==> src/rtl/htfd_pkg.sv <==
// Shared types, constants and functions of the humidity/temperature frame decoder.
`default_nettype none

package htfd_pkg;

    localparam logic [7:0]  CRC_POLY       = 8'h31;
    localparam logic [7:0]  CRC_INIT       = 8'hFF;

    // Fixed-point scale factors: humidity = floor(100*raw/65535),
    // temperature tenths = floor(1750*raw/65535) - 450.
    localparam logic [6:0]  HUM_SCALE      = 7'd100;
    localparam logic [10:0] TEMP_SCALE     = 11'd1750;
    localparam logic [10:0] TEMP_OFFSET    = 11'd450;
    localparam logic [10:0] ROUND_HALF     = 11'd5;
    // floor(v/10) == (v*6554)>>16 for v below 16384
    localparam logic [12:0] RECIP_TEN      = 13'd6554;
    localparam logic [6:0]  DEG_MAX        = 7'd127;

    localparam logic [6:0]  TEMP_LIMIT_RST  = 7'd50;
    localparam logic [6:0]  HUMID_LIMIT_RST = 7'd100;

    localparam int Q_DEPTH = 2;
    localparam int Q_PTR_W = 1;
    localparam int Q_CNT_W = 2;

    typedef enum logic [1:0] {
        CFG_TEMP_LIMIT  = 2'd0,
        CFG_HUMID_LIMIT = 2'd1
    } cfg_index_t;

    // Role of a byte inside the six-byte frame
    typedef enum logic [2:0] {
        POS_T_HI  = 3'd0,
        POS_T_LO  = 3'd1,
        POS_T_CRC = 3'd2,
        POS_H_HI  = 3'd3,
        POS_H_LO  = 3'd4,
        POS_H_CRC = 3'd5
    } pos_t;

    typedef struct packed {
        logic [7:0] data;
        pos_t       pos;
    } htfd_item_t;

    typedef struct packed {
        logic [6:0] temp_limit;
        logic [6:0] humid_limit;
    } htfd_limits_t;

    function automatic logic [7:0] crc8_feed(input logic [7:0] crc, input logic [7:0] b);
        logic [7:0] c;
        c = crc ^ b;
        for (int k = 0; k < 8; k++) begin
            c = c[7] ? ((c << 1) ^ CRC_POLY) : (c << 1);
        end
        return c;
    endfunction

    // Report a held value in 1..limit; a zero limit acts as 1.
    function automatic logic [6:0] clamp_out(input logic [6:0] v, input logic [6:0] limit);
        logic [6:0] lim;
        logic [6:0] val;
        lim = (limit == 7'd0) ? 7'd1 : limit;
        val = (v == 7'd0) ? 7'd1 : v;
        return (val > lim) ? lim : val;
    endfunction

endpackage

`default_nettype wire

==> src/rtl/htfd_front.sv <==
// Front end: accept frame bytes and tag each with its position in the frame.
`default_nettype none

module htfd_front
    import htfd_pkg::*;
(
    input  wire logic       clk,
    input  wire logic       rst_n,
    input  wire logic       s_tvalid,
    output logic            s_tready,
    input  wire logic [7:0] s_tdata,   // [7:0] rx_byte
    input  wire logic       s_tuser,   // [0] frame_start
    input  wire logic       q_full,
    output logic            push,
    output htfd_item_t      push_item
);

    pos_t pos_reg;
    pos_t pos_next;
    pos_t pos_cur;

    always_comb
    begin
        s_tready = !q_full;
        push     = s_tvalid && s_tready;
        pos_cur  = s_tuser ? POS_T_HI : pos_reg;
        push_item.data = s_tdata;
        push_item.pos  = pos_cur;
        case (pos_cur)
            POS_T_HI:  pos_next = POS_T_LO;
            POS_T_LO:  pos_next = POS_T_CRC;
            POS_T_CRC: pos_next = POS_H_HI;
            POS_H_HI:  pos_next = POS_H_LO;
            POS_H_LO:  pos_next = POS_H_CRC;
            default:   pos_next = POS_T_HI;
        endcase
    end

    always_ff @(posedge clk or negedge rst_n)
    begin
        if (!rst_n) begin
            pos_reg <= POS_T_HI;
        end else if (push) begin
            pos_reg <= pos_next;
        end
    end

    a_start_restarts: assert property (@(posedge clk) disable iff (!rst_n)
        (push && s_tuser) |=> (pos_reg == POS_T_LO))
        else $error("frame start did not restart the byte position");

endmodule

`default_nettype wire

==> src/rtl/htfd_queue.sv <==
// Short queue of tagged bytes between front end and back end.
`default_nettype none

module htfd_queue
    import htfd_pkg::*;
(
    input  wire logic        clk,
    input  wire logic        rst_n,
    input  wire logic        push,
    input  wire htfd_item_t  push_item,
    input  wire logic        pop,
    output logic             full,
    output logic             head_valid,
    output htfd_item_t       head_item
);

    htfd_item_t                 mem_reg [Q_DEPTH];
    logic [Q_PTR_W-1:0]         wr_ptr_reg;
    logic [Q_PTR_W-1:0]         rd_ptr_reg;
    logic [Q_CNT_W-1:0]         count_reg;
    logic [Q_CNT_W-1:0]         count_next;

    always_comb
    begin
        full       = (count_reg == Q_CNT_W'(Q_DEPTH));
        head_valid = (count_reg != '0);
        head_item  = mem_reg[rd_ptr_reg];
        count_next = count_reg;
        if (push && !pop) begin
            count_next = count_reg + 1'b1;
        end else if (pop && !push) begin
            count_next = count_reg - 1'b1;
        end
    end

    always_ff @(posedge clk or negedge rst_n)
    begin
        if (!rst_n) begin
            wr_ptr_reg <= '0;
            rd_ptr_reg <= '0;
            count_reg  <= '0;
        end else begin
            if (push) begin
                wr_ptr_reg <= wr_ptr_reg + 1'b1;
            end
            if (pop) begin
                rd_ptr_reg <= rd_ptr_reg + 1'b1;
            end
            count_reg <= count_next;
        end
    end

    always_ff @(posedge clk)
    begin
        if (push) begin
            mem_reg[wr_ptr_reg] <= push_item;
        end
    end

    a_no_overflow: assert property (@(posedge clk) disable iff (!rst_n)
        count_reg <= Q_CNT_W'(Q_DEPTH))
        else $error("queue count above depth");

    a_no_underflow: assert property (@(posedge clk) disable iff (!rst_n)
        (count_reg == '0) |-> !pop)
        else $error("pop from empty queue");

endmodule

`default_nettype wire

==> src/rtl/htfd_back.sv <==
// Back end: CRC check, scaling, held values and the registered result.
`default_nettype none

module htfd_back
    import htfd_pkg::*;
(
    input  wire logic          clk,
    input  wire logic          rst_n,
    input  wire logic          head_valid,
    input  wire htfd_item_t    head_item,
    output logic               pop,
    input  wire htfd_limits_t  limits,
    output logic               m_tvalid,
    input  wire logic          m_tready,
    output logic [15:0]        m_tdata
);

    logic [7:0]  crc_reg,       crc_next;
    logic [7:0]  hi_reg,        hi_next;
    logic        temp_ok_reg,   temp_ok_next;
    logic [10:0] tenths_reg,    tenths_next;
    logic [6:0]  temp_pend_reg, temp_pend_next;
    logic [6:0]  hum_held_reg,  hum_held_next;
    logic [6:0]  temp_held_reg, temp_held_next;
    logic        out_valid_reg, out_valid_next;
    logic [15:0] out_data_reg,  out_data_next;

    logic        out_free;
    logic        is_last;
    logic [7:0]  crc_fed;
    logic [15:0] raw;
    logic [26:0] t_prod;
    logic [27:0] t_sum;
    logic [22:0] h_prod;
    logic [23:0] h_sum;
    logic [10:0] t_round;
    logic [23:0] deg_prod;
    logic [7:0]  deg_wide;
    logic [6:0]  deg;
    logic        hum_ok;

    always_comb
    begin
        out_free = !out_valid_reg || m_tready;
        is_last  = (head_item.pos == POS_H_CRC);
        pop      = head_valid && (!is_last || out_free);

        crc_fed = crc8_feed((head_item.pos == POS_T_HI) ? CRC_INIT : crc_reg,
                            head_item.data);
        raw     = {hi_reg, head_item.data};

        // floor(x/65535) == (x + (x>>16) + 1) >> 16 for these ranges
        t_prod = 27'(raw) * 27'(TEMP_SCALE);
        t_sum  = 28'(t_prod) + 28'(t_prod[26:16]) + 28'd1;
        h_prod = 23'(raw) * 23'(HUM_SCALE);
        h_sum  = 24'(h_prod) + 24'(h_prod[22:16]) + 24'd1;

        // Round tenths half up to whole degrees; below zero reads as zero
        t_round  = tenths_reg - TEMP_OFFSET + ROUND_HALF;
        deg_prod = 24'(t_round) * 24'(RECIP_TEN);
        deg_wide = deg_prod[23:16];
        if (tenths_reg < TEMP_OFFSET) begin
            deg = 7'd0;
        end else if (deg_wide > 8'(DEG_MAX)) begin
            deg = DEG_MAX;
        end else begin
            deg = deg_wide[6:0];
        end

        hum_ok = (crc_reg == head_item.data);

        crc_next       = crc_reg;
        hi_next        = hi_reg;
        temp_ok_next   = temp_ok_reg;
        tenths_next    = tenths_reg;
        temp_pend_next = temp_pend_reg;
        hum_held_next  = hum_held_reg;
        temp_held_next = temp_held_reg;
        out_valid_next = out_valid_reg && !m_tready;
        out_data_next  = out_data_reg;

        if (pop) begin
            case (head_item.pos)
                POS_T_HI, POS_H_HI:
                begin
                    crc_next = crc_fed;
                    hi_next  = head_item.data;
                end
                POS_T_LO:
                begin
                    crc_next    = crc_fed;
                    tenths_next = t_sum[26:16];
                end
                POS_T_CRC:
                begin
                    temp_ok_next   = (crc_reg == head_item.data);
                    crc_next       = CRC_INIT;
                    temp_pend_next = deg;
                end
                POS_H_LO:
                begin
                    crc_next = crc_fed;
                    hi_next  = {1'b0, h_sum[22:16]};
                end
                default:
                begin
                    crc_next = CRC_INIT;
                    if (hum_ok) begin
                        hum_held_next = hi_reg[6:0];
                    end
                    if (temp_ok_reg) begin
                        temp_held_next = temp_pend_reg;
                    end
                    out_valid_next = 1'b1;
                    out_data_next  = {temp_ok_reg, hum_ok,
                        clamp_out(temp_ok_reg ? temp_pend_reg : temp_held_reg,
                                  limits.temp_limit),
                        clamp_out(hum_ok ? hi_reg[6:0] : hum_held_reg,
                                  limits.humid_limit)};
                end
            endcase
        end

        m_tvalid = out_valid_reg;
        m_tdata  = out_data_reg;
    end

    always_ff @(posedge clk or negedge rst_n)
    begin
        if (!rst_n) begin
            crc_reg       <= CRC_INIT;
            hi_reg        <= '0;
            temp_ok_reg   <= 1'b0;
            tenths_reg    <= '0;
            temp_pend_reg <= '0;
            hum_held_reg  <= '0;
            temp_held_reg <= '0;
            out_valid_reg <= 1'b0;
        end else begin
            crc_reg       <= crc_next;
            hi_reg        <= hi_next;
            temp_ok_reg   <= temp_ok_next;
            tenths_reg    <= tenths_next;
            temp_pend_reg <= temp_pend_next;
            hum_held_reg  <= hum_held_next;
            temp_held_reg <= temp_held_next;
            out_valid_reg <= out_valid_next;
        end
    end

    always_ff @(posedge clk)
    begin
        out_data_reg <= out_data_next;
    end

    a_last_gives_result: assert property (@(posedge clk) disable iff (!rst_n)
        (pop && is_last) |=> m_tvalid)
        else $error("final frame byte produced no result");

    a_no_overwrite: assert property (@(posedge clk) disable iff (!rst_n)
        (m_tvalid && !m_tready) |-> !(pop && is_last))
        else $error("waiting result overwritten");

endmodule

`default_nettype wire

==> src/rtl/humidity_temp_frame_decoder_core.sv <==
// Top level of the humidity/temperature frame decoder: config registers and wiring.
`default_nettype none

// Throughput: one byte per cycle sustained; s_tready drops only while the two-entry queue is full.
// A result shows on m_tvalid once its sixth byte, written into the queue, is popped by the back end
//   and loaded into the output register; the pop waits while the output register is still full.
// Only a frame's sixth byte waits on the output register; later bytes wait only when queued behind it.
// Reset (rst_n, asynchronous, active low): position to first byte, CRC to 0xFF, held values to 0,
//   limits to 50 degrees and 100 percent, queue and output register empty. No clearing pass.
module humidity_temp_frame_decoder_core
    import htfd_pkg::*;
(
    input  wire logic        clk,
    input  wire logic        rst_n,
    // Byte input
    input  wire logic        s_tvalid,
    output logic             s_tready,
    input  wire logic [7:0]  s_tdata,    // [7:0] rx_byte
    input  wire logic        s_tuser,    // [0] frame_start
    // Result output
    output logic             m_tvalid,
    input  wire logic        m_tready,
    output logic [15:0]      m_tdata,    // [6:0] humidity_pct, [13:7] temperature_deg,
                                         // [14] humidity_fresh, [15] temperature_fresh
    // Register writes
    input  wire logic        cfg_valid,
    output logic             cfg_ready,
    input  wire logic [1:0]  cfg_index,
    input  wire logic [6:0]  cfg_data
);

    htfd_limits_t limits_reg;
    logic         q_full;
    logic         push;
    htfd_item_t   push_item;
    logic         pop;
    logic         head_valid;
    htfd_item_t   head_item;

    // Register writes are always taken; an unknown index is dropped.
    assign cfg_ready = 1'b1;

    always_ff @(posedge clk or negedge rst_n)
    begin
        if (!rst_n) begin
            limits_reg.temp_limit  <= TEMP_LIMIT_RST;
            limits_reg.humid_limit <= HUMID_LIMIT_RST;
        end else if (cfg_valid && cfg_ready) begin
            case (cfg_index)
                CFG_TEMP_LIMIT:  limits_reg.temp_limit  <= cfg_data;
                CFG_HUMID_LIMIT: limits_reg.humid_limit <= cfg_data;
                default:         ;
            endcase
        end
    end

    // Front end: track frame position, tag each byte
    htfd_front u_front (
        .clk       (clk),
        .rst_n     (rst_n),
        .s_tvalid  (s_tvalid),
        .s_tready  (s_tready),
        .s_tdata   (s_tdata),
        .s_tuser   (s_tuser),
        .q_full    (q_full),
        .push      (push),
        .push_item (push_item)
    );

    // Hold tagged bytes so front and back stall independently
    htfd_queue u_queue (
        .clk        (clk),
        .rst_n      (rst_n),
        .push       (push),
        .push_item  (push_item),
        .pop        (pop),
        .full       (q_full),
        .head_valid (head_valid),
        .head_item  (head_item)
    );

    // Back end: check CRC, scale words, commit held values, emit result
    htfd_back u_back (
        .clk        (clk),
        .rst_n      (rst_n),
        .head_valid (head_valid),
        .head_item  (head_item),
        .pop        (pop),
        .limits     (limits_reg),
        .m_tvalid   (m_tvalid),
        .m_tready   (m_tready),
        .m_tdata    (m_tdata)
    );

endmodule

`default_nettype wire

==> config.mk <==
export PLATFORM = sky130hd
export DESIGN_NAME = humidity_temp_frame_decoder_core
export DESIGN_NICKNAME = d
export VERILOG_FILES = /design/src/rtl/htfd_pkg.sv /design/src/rtl/htfd_front.sv /design/src/rtl/htfd_queue.sv /design/src/rtl/htfd_back.sv /design/src/rtl/humidity_temp_frame_decoder_core.sv
export SDC_FILE = /design/constraint.sdc
export NUM_CORES = 1
export LEC_CHECK = 0
export BUFFER_PORTS_ARGS = -buffer_cell sky130_fd_sc_hd__buf_2
export CAP_MARGIN = 25
export CORE_AREA = 2 2 131 197
export CTS_CLUSTER_SIZE = 10
export DETAILED_ROUTE_END_ITERATION = 12
export DIE_AREA = 0 0 133 199
export MAX_ROUTING_LAYER = met4
export PLACE_DENSITY = 0.71
export SLEW_MARGIN = 5
export SYNTH_ARGS = -nofsm -noshare
export SYNTH_HDL_FRONTEND = slang
export SYNTH_SLANG_ARGS = --single-unit
==> constraint.sdc <==
create_clock -name clk -period 9.6 [get_ports clk]
set_input_delay 1.92 -clock clk [delete_from_list [all_inputs] [get_ports clk]]
set_output_delay 1.92 -clock clk [all_outputs]
set_load 0.03 [all_outputs]
==> flow_metrics.tcl, run 1 <==
set metrics [dict create \
    slew_violations 0 \
    final_hold_viol_count 0 \
    syn-cell-area_um2 13400 \
    min_to "u_queue.wr_ptr_reg$_DFFE_PN0P_" \
    synth_edf_count 38 \
    cts_resized 0 \
    ys_warn_count 0 \
    routed_wl_um 30800 \
    die_h_um 199 \
    async_flop_share_pct 65.1 \
    cp_max_fo 17 \
    antenna_found_initial 0 \
    setup_viol 0 \
    multi_input_area_um2 9600 \
    maxCapViolations 0 \
    tightest_slew_ns 0.933 \
    fill_cells 2178 \
    layout-drive-gt1-share_pct 11.0 \
    vias 10071 \
    grt_pass1_vias 10649 \
    crit_arrival_ns 9.12 \
    diodes 0 \
    cts_buffers 9 \
    track_usage_pct 24.7 \
    reg2reg_slack_ns 0.75 \
    clk_latency_ns 0.36 \
    drc 0 \
    grt_overflow_total 0 \
    yosysSeqAreaShare_pct 21.8 \
    largest_reg_flops 22 \
    synth_area_leaders "ha_1, fa_1, dfrtp_1" \
    regArea_um2 2940 \
    dieArea_um2 26500 \
    min_from "u_queue.wr_ptr_reg$_DFFE_PN0P_" \
    ff2ff_path_depth 27 \
    fin_crit_ns 8.85 \
    drt_iter0_drc 399 \
    cts_tree "done" \
    place_hpwl_um 25800 \
    fmax_mhz 113 \
    core_area_um2 24800 \
    cts_hold_buf 0 \
    yosysUniqueCellTypes 92 \
    ant_nets 0 \
    cp.required_ns 9.87 \
    r2r_end "u_back.tenths_reg[9]$_DFFE_PN0P_" \
    wl_per_cell_um 17.5 \
    clock-sinks 109 \
    syn_area_per_cell_um2 9.66 \
    vias_per_cell 5.73 \
    synth_top_cell_area_share_pct 20.0 \
    rsz0062_at_grt "false" \
    die-width_um 133 \
    skew_ns 0.0116 \
    setup_tns_ns 0 \
    place.gp.congestion 1.04 \
    synth_flop_cell "dfrtp_1" \
    nets 1759 \
    status "finished, final reports clean" \
    path_class "reg2reg" \
    initial_core_util_pct 54.2 \
    syn_to_final_growth_pct 6.34 \
    whs_path_depth 1 \
    io_buffer_count 40 \
    worst_hold_path_type "reg2reg" \
    syn_nets 1725 \
    post_cts.repair.setup_buffers 0 \
    num_rows 71 \
    clk_pin_slew_worst_paths_ns 0.08 \
    grt_max_degree 72 \
    grt_pass1_wl_um 50800 \
    clockBufferDepth 2 \
    synth_largest_area_cell "ha_1" \
    cts_root_buffer "clkbuf_16" \
    drt-pass1-iter-count 4 \
    relSlewSlack_pct 37.8 \
    end_kind "flop" \
    ys_ff_latch 109 \
    boundaryPins 42 \
    fin_crit_sh_pct 92.1 \
    r2r_start "u_queue.rd_ptr_reg$_DFFE_PN0P_" \
    ctsHtreeMaxLevel 3 \
    worstSetupStartpointType "flop" \
    synth_cells 1391 \
]
## cell usage after synthesis (23+ instances only)
master,number
nor3_1,23
o21ai_0,56
nor2_1,83
inv_1,212
mux2_2,41
xor2_1,31
ha_1,215
xnor2_1,77
edfxtp_1,38
nand2_1,67
fa_1,96
dfrtp_1,57
a21oi_1,57
## placed cells by master (no fill, tap or decap), types with 38 or more instances in the layout
cell type	count
nand2_1	67
ha_1	215
fa_1	96
edfxtp_1	38
buf_2	39
a21oi_1	57
mux2_2	41
inv_1	212
nor2_1	83
dfrtp_1	57
o21ai_0	56
xnor2_1	77
## routing by layer
metal,vias up,GRT usage (%),part of all wire [%]
li1,4927,-,-
met1,4857,24.9,38
met2,181,46.8,54
met3,106,2.50,1.9
met4,0,12.8,5.8
met5,-,-,0
## kinds of logic (layout without fill, tap and decap cells)
kind of cell / Yosys count / count (layout) / synth area share [%]
AOI/OAI and AO/OA: 267 / 267 / 13.9
adders and majority gates: 311 / 311 / 34.3
buffers and inverters: 235 / 274 / 6.73
other: 1 / 1 / 0.0279
DFF: 109 / 109 / 21.8
xor gates and xnor gates: 108 / 108 / 7.04
muxes: 56 / 56 / 4.55
and+or+nand+nor: 304 / 304 / 11.6
## stage by stage
stage | area [um2] | std cells | setup slack [ns] | utilization [%] | hold WS (ns)
after floorplan | 13400 | 1391 | 1.58 | - | 0.423
after global placement | 14000 | 1742 | 1.09 | 56.4 | 0.478
after detailed placement | 14000 | 1742 | 0.808 | 56.4 | 0.486
after CTS | 14300 | 1758 | 0.800 | 57.7 | 0.498
after global routing | 14300 | 1758 | 0.149 | 57.7 | 0.517
final | 14300 | 1758 | 0.755 | 57.7 | 0.494
## cell type report
type	count	share of cell area (%)
clock buffers	10	1.67
clock inverters	6	0.473
inverters	213	5.59
multi-input cells	1047	67.2
flip-flops and latches	109	20.5
well taps	328	2.87
repair buffers	45	1.68
## worst max-delay path, stage by stage, from the launching register on
cell and delay, ns:
dfrtp_1 0.82, mux2i_1 0.52, inv_1 0.25, ha_1 0.41, inv_1 0.08, fa_1 0.50
inv_1 0.05, fa_1 0.50, fa_1 0.55, inv_1 0.05, fa_1 0.49, inv_1 0.04
ha_1 0.35, o21ai_0 0.22, a21oi_1 0.10, o21a_1 0.21, a221oi_1 0.65, nand2_1 0.14
xor2_1 0.52, ha_1 0.35, a21o_1 0.17, a211o_1 0.28, a211oi_1 0.30, o21ai_0 0.12
a211oi_1 0.50, and4bb_2 0.29, xnor2_1 0.12, o21ai_0 0.15
## worst max-delay path by stage
| stage | slack, ns | cells after the start | start | end |
|---|---|---|---|---|
| CTS | 0.80 | 27 | u_queue.rd_ptr_reg$_DFFE_PN0P_ | u_back.tenths_reg[9]$_DFFE_PN0P_ |
| finish | 0.75 | 27 | u_queue.rd_ptr_reg$_DFFE_PN0P_ | u_back.tenths_reg[9]$_DFFE_PN0P_ |
| global route | 0.15 | 27 | u_queue.rd_ptr_reg$_DFFE_PN0P_ | u_back.tenths_reg[9]$_DFFE_PN0P_ |
| detailed placement | 0.81 | 27 | u_queue.rd_ptr_reg$_DFFE_PN0P_ | u_back.tenths_reg[9]$_DFFE_PN0P_ |
| floorplan | 1.58 | 32 | u_queue.rd_ptr_reg$_DFFE_PN0P_ | u_back.tenths_reg[9]$_DFFE_PN0P_ |
| global placement | 1.09 | 27 | u_queue.rd_ptr_reg$_DFFE_PN0P_ | u_back.tenths_reg[9]$_DFFE_PN0P_ |
Power of run 1 is left out: the tool's default activity adds up to more than one toggle a clock period on the data nets, which glitch-free logic cannot reach.
==> inputs of run 2 (changes only) <==
- ABC_AREA: not set -> 1
- CORE_AREA: 2 2 131 197 -> 2 2 135 203
- DIE_AREA: 0 0 133 199 -> 0 0 137 205
==> run 2 against run 1 <==
Critical path depth rose by 6. Clock skew rose by 0.0044 ns. Register-to-register slack improved by 1.6 ns. Synthesized cell count rose by 37%. Clock-buffer cell count rose by 2. Highest routed layer unchanged. Design area rose by 6.2%. Flip-flop and latch count did not move. Hold slack got worse by 0.010 ns. First-iteration DRC count rose by 28%. Die area rose by 6.1%. Cell count rose by 30%.
==> flow_metrics.tcl, run 2 <==
set metrics [dict create \
    status "finished, final reports clean" \
    syn_to_final_growth_pct 6.34 \
    clockBufferDepth 2 \
    cp.required_ns 9.82 \
    antenna_found_initial 0 \
    cp_max_fo 14 \
    synth_area_leaders "ha_1, fa_1, nand2_1" \
    dieArea_um2 28100 \
    grt_pass1_vias 12693 \
    drc 0 \
    wl_per_cell_um 15.9 \
    maxCapViolations 0 \
    layout_common_cells "nand2_1, inv_1, ha_1, nor2_1, fa_1" \
    cts_buffers 9 \
    tightest_slew_ns 1.05 \
    worst_hold_path_type "reg2reg" \
    syn_nets 2235 \
    ant_nets 0 \
    slowest_delay_ns 0.65 \
    track_usage_pct 27.8 \
    post_cts.repair.setup_buffers 0 \
    clk_latency_ns 0.36 \
    use_met2_pct 51.4 \
    path_class "reg2reg" \
    drt_iter0_drc 510 \
    slew_violations 0 \
    ctsHtreeMaxLevel 3 \
    cts_hold_buf 0 \
    synthMuxAreaShare_pct 0 \
    fmax_mhz 139 \
    relSlewSlack_pct 30.0 \
    yosysSeqAreaShare_pct 20.6 \
    yosysUniqueCellTypes 52 \
    fin_crit_ns 7.20 \
    clk_pin_slew_worst_paths_ns 0.07 \
    routed_wl_um 36300 \
    rsz0062_at_grt "false" \
    num_rows 73 \
    syn_area_per_cell_um2 7.51 \
    diodes 0 \
    met1_usage_pct 28.2 \
    ys_ff_latch 109 \
    critPathSlowestCell "dfrtp_1" \
    synth_adder_area_share_pct 32.3 \
    grt_overflow_total 0 \
    cts_tree "done" \
    die-width_um 137 \
    place.gp.congestion 0.982 \
    largest_reg_flops 22 \
    vias_per_cell 5.37 \
    ys_warn_count 0 \
    final_common_cell "nand2_1" \
    io_buffer_count 40 \
    clock-sinks 109 \
    synth_top_family_by_area "adder cells" \
    synth_simple_gate_area_share_pct 22.8 \
    die_h_um 205 \
    use_met3_pct 2.30 \
    boundaryPins 42 \
    end_kind "flop" \
    worstSetupStartpointType "flop" \
    async_flop_share_pct 65.1 \
    synth_top_cell_area_share_pct 18.8 \
    synth_largest_area_cell "ha_1" \
    grt_pass1_wl_um 59800 \
    place_hpwl_um 31000 \
    setup_viol 0 \
    yosysMostFrequentCell "nand2_1" \
    cts_resized 0 \
    synth_cells 1901 \
    layout-drive-gt1-share_pct 6.06 \
    skew_ns 0.0160 \
    final_hold_viol_count 0 \
    crit_arrival_ns 7.42 \
    core_area_um2 26300 \
    synth-compound-area-share_pct 9.28 \
    cp_common_cell "nand2_1" \
    vias 12263 \
    top_usage_layer "met2" \
    initial_core_util_pct 54.3 \
    nets 2277 \
    syn-cell-area_um2 14300 \
    fin_crit_sh_pct 75.0 \
    synth_flop_cell "dfrtp_1" \
    cts_root_buffer "clkbuf_16" \
    utilization_pct 57.7 \
    drt-pass1-iter-count 7 \
    setup_tns_ns 0 \
    grt_max_degree 72 \
    synth_edf_count 38 \
    ys_top_cells_by_count "nand2_1, inv_1, ha_1" \
    synthXorXnorAreaFrac_pct 4.21 \
]
==> run 2: cell count changes in the layout (fill, tap and decap cells not counted), sizes merged, moves of 41 or more <==
cell,delta
xnor2,-52
nand3,+74
o21ai,+45
mux2,-41
nand2,+426
inv,+180
==> run 2: cell type report <==
class | instances | area [um2]
fillers | 2556 | 11100
multi-input cells | 1386 | 9790
flip-flops and latches | 109 | 2940
inverters | 393 | 1480
well taps | 337 | 422
clock buffers | 12 | 268
repair buffers | 44 | 250
clock inverters | 4 | 35.0
==> run 2: routing by layer <==
layer / routed length [um] / up-vias
met5: 0 / -
met4: 2300 / 0
met3: 772 / 120
met2: 19700 / 243
met1: 13600 / 5764
li1: - / 6136
==> run 2: path summary, 6_finish.rpt <==
path / start / depth (start not counted) / slack (ns) / to
setup / recovery: u_queue.rd_ptr_reg$_DFFE_PN0P_ / 33 / 2.40 / u_back.tenths_reg[0]$_DFFE_PN0P_
hold / removal: u_back.temp_pend_reg[6]$_DFFE_PN0P_ / 1 / 0.48 / u_back.temp_pend_reg[6]$_DFFE_PN0P_
setup reg to reg: u_queue.rd_ptr_reg$_DFFE_PN0P_ / 33 / 2.40 / u_back.tenths_reg[0]$_DFFE_PN0P_
hold reg to reg: u_back.temp_pend_reg[6]$_DFFE_PN0P_ / 1 / 0.48 / u_back.temp_pend_reg[6]$_DFFE_PN0P_
max in group asynchronous: rst_n / 2 / 7.60 / u_back.crc_reg[0]$_DFFE_PN1P_
min in group asynchronous: rst_n / 1 / 1.38 / u_back.temp_held_reg[3]$_DFFE_PN0P_
==> run 2: stage by stage <==
step | cells | hold WS (ns) | worst slack (ns) | area, um2
final | 2285 | 0.484 | 2.40 | 15200
after detailed placement | 2267 | 0.470 | 2.45 | 14800
after global placement | 2267 | 0.462 | 2.61 | 14800
after CTS | 2283 | 0.488 | 2.42 | 15100
after floorplan | 1901 | 0.449 | 3.37 | 14300
after global routing | 2285 | 0.501 | 1.79 | 15200
==> run 2: cells by family after synthesis <==
| logic type | count (synthesis) |
|---|---|
| adders and majority gates | 311 |
| other | 1 |
| buffers and inverters | 406 |
| and+or+nand+nor | 777 |
| DFF | 109 |
| AOI/OAI and AO/OA | 234 |
| xor gates and xnor gates | 63 |
==> run 2: critical path: cells and delay by family, from the launching register on <==
| family | cells | cell delay [ns] |
|---|---|---|
| AOI/OAI and AO/OA | 4 | 1.06 |
| adders and majority gates | 7 | 2.97 |
| buffers and inverters | 7 | 0.54 |
| DFF | 1 | 0.65 |
| and+or+nand+nor | 15 | 1.85 |
Power of run 2 is left out for the same reason.
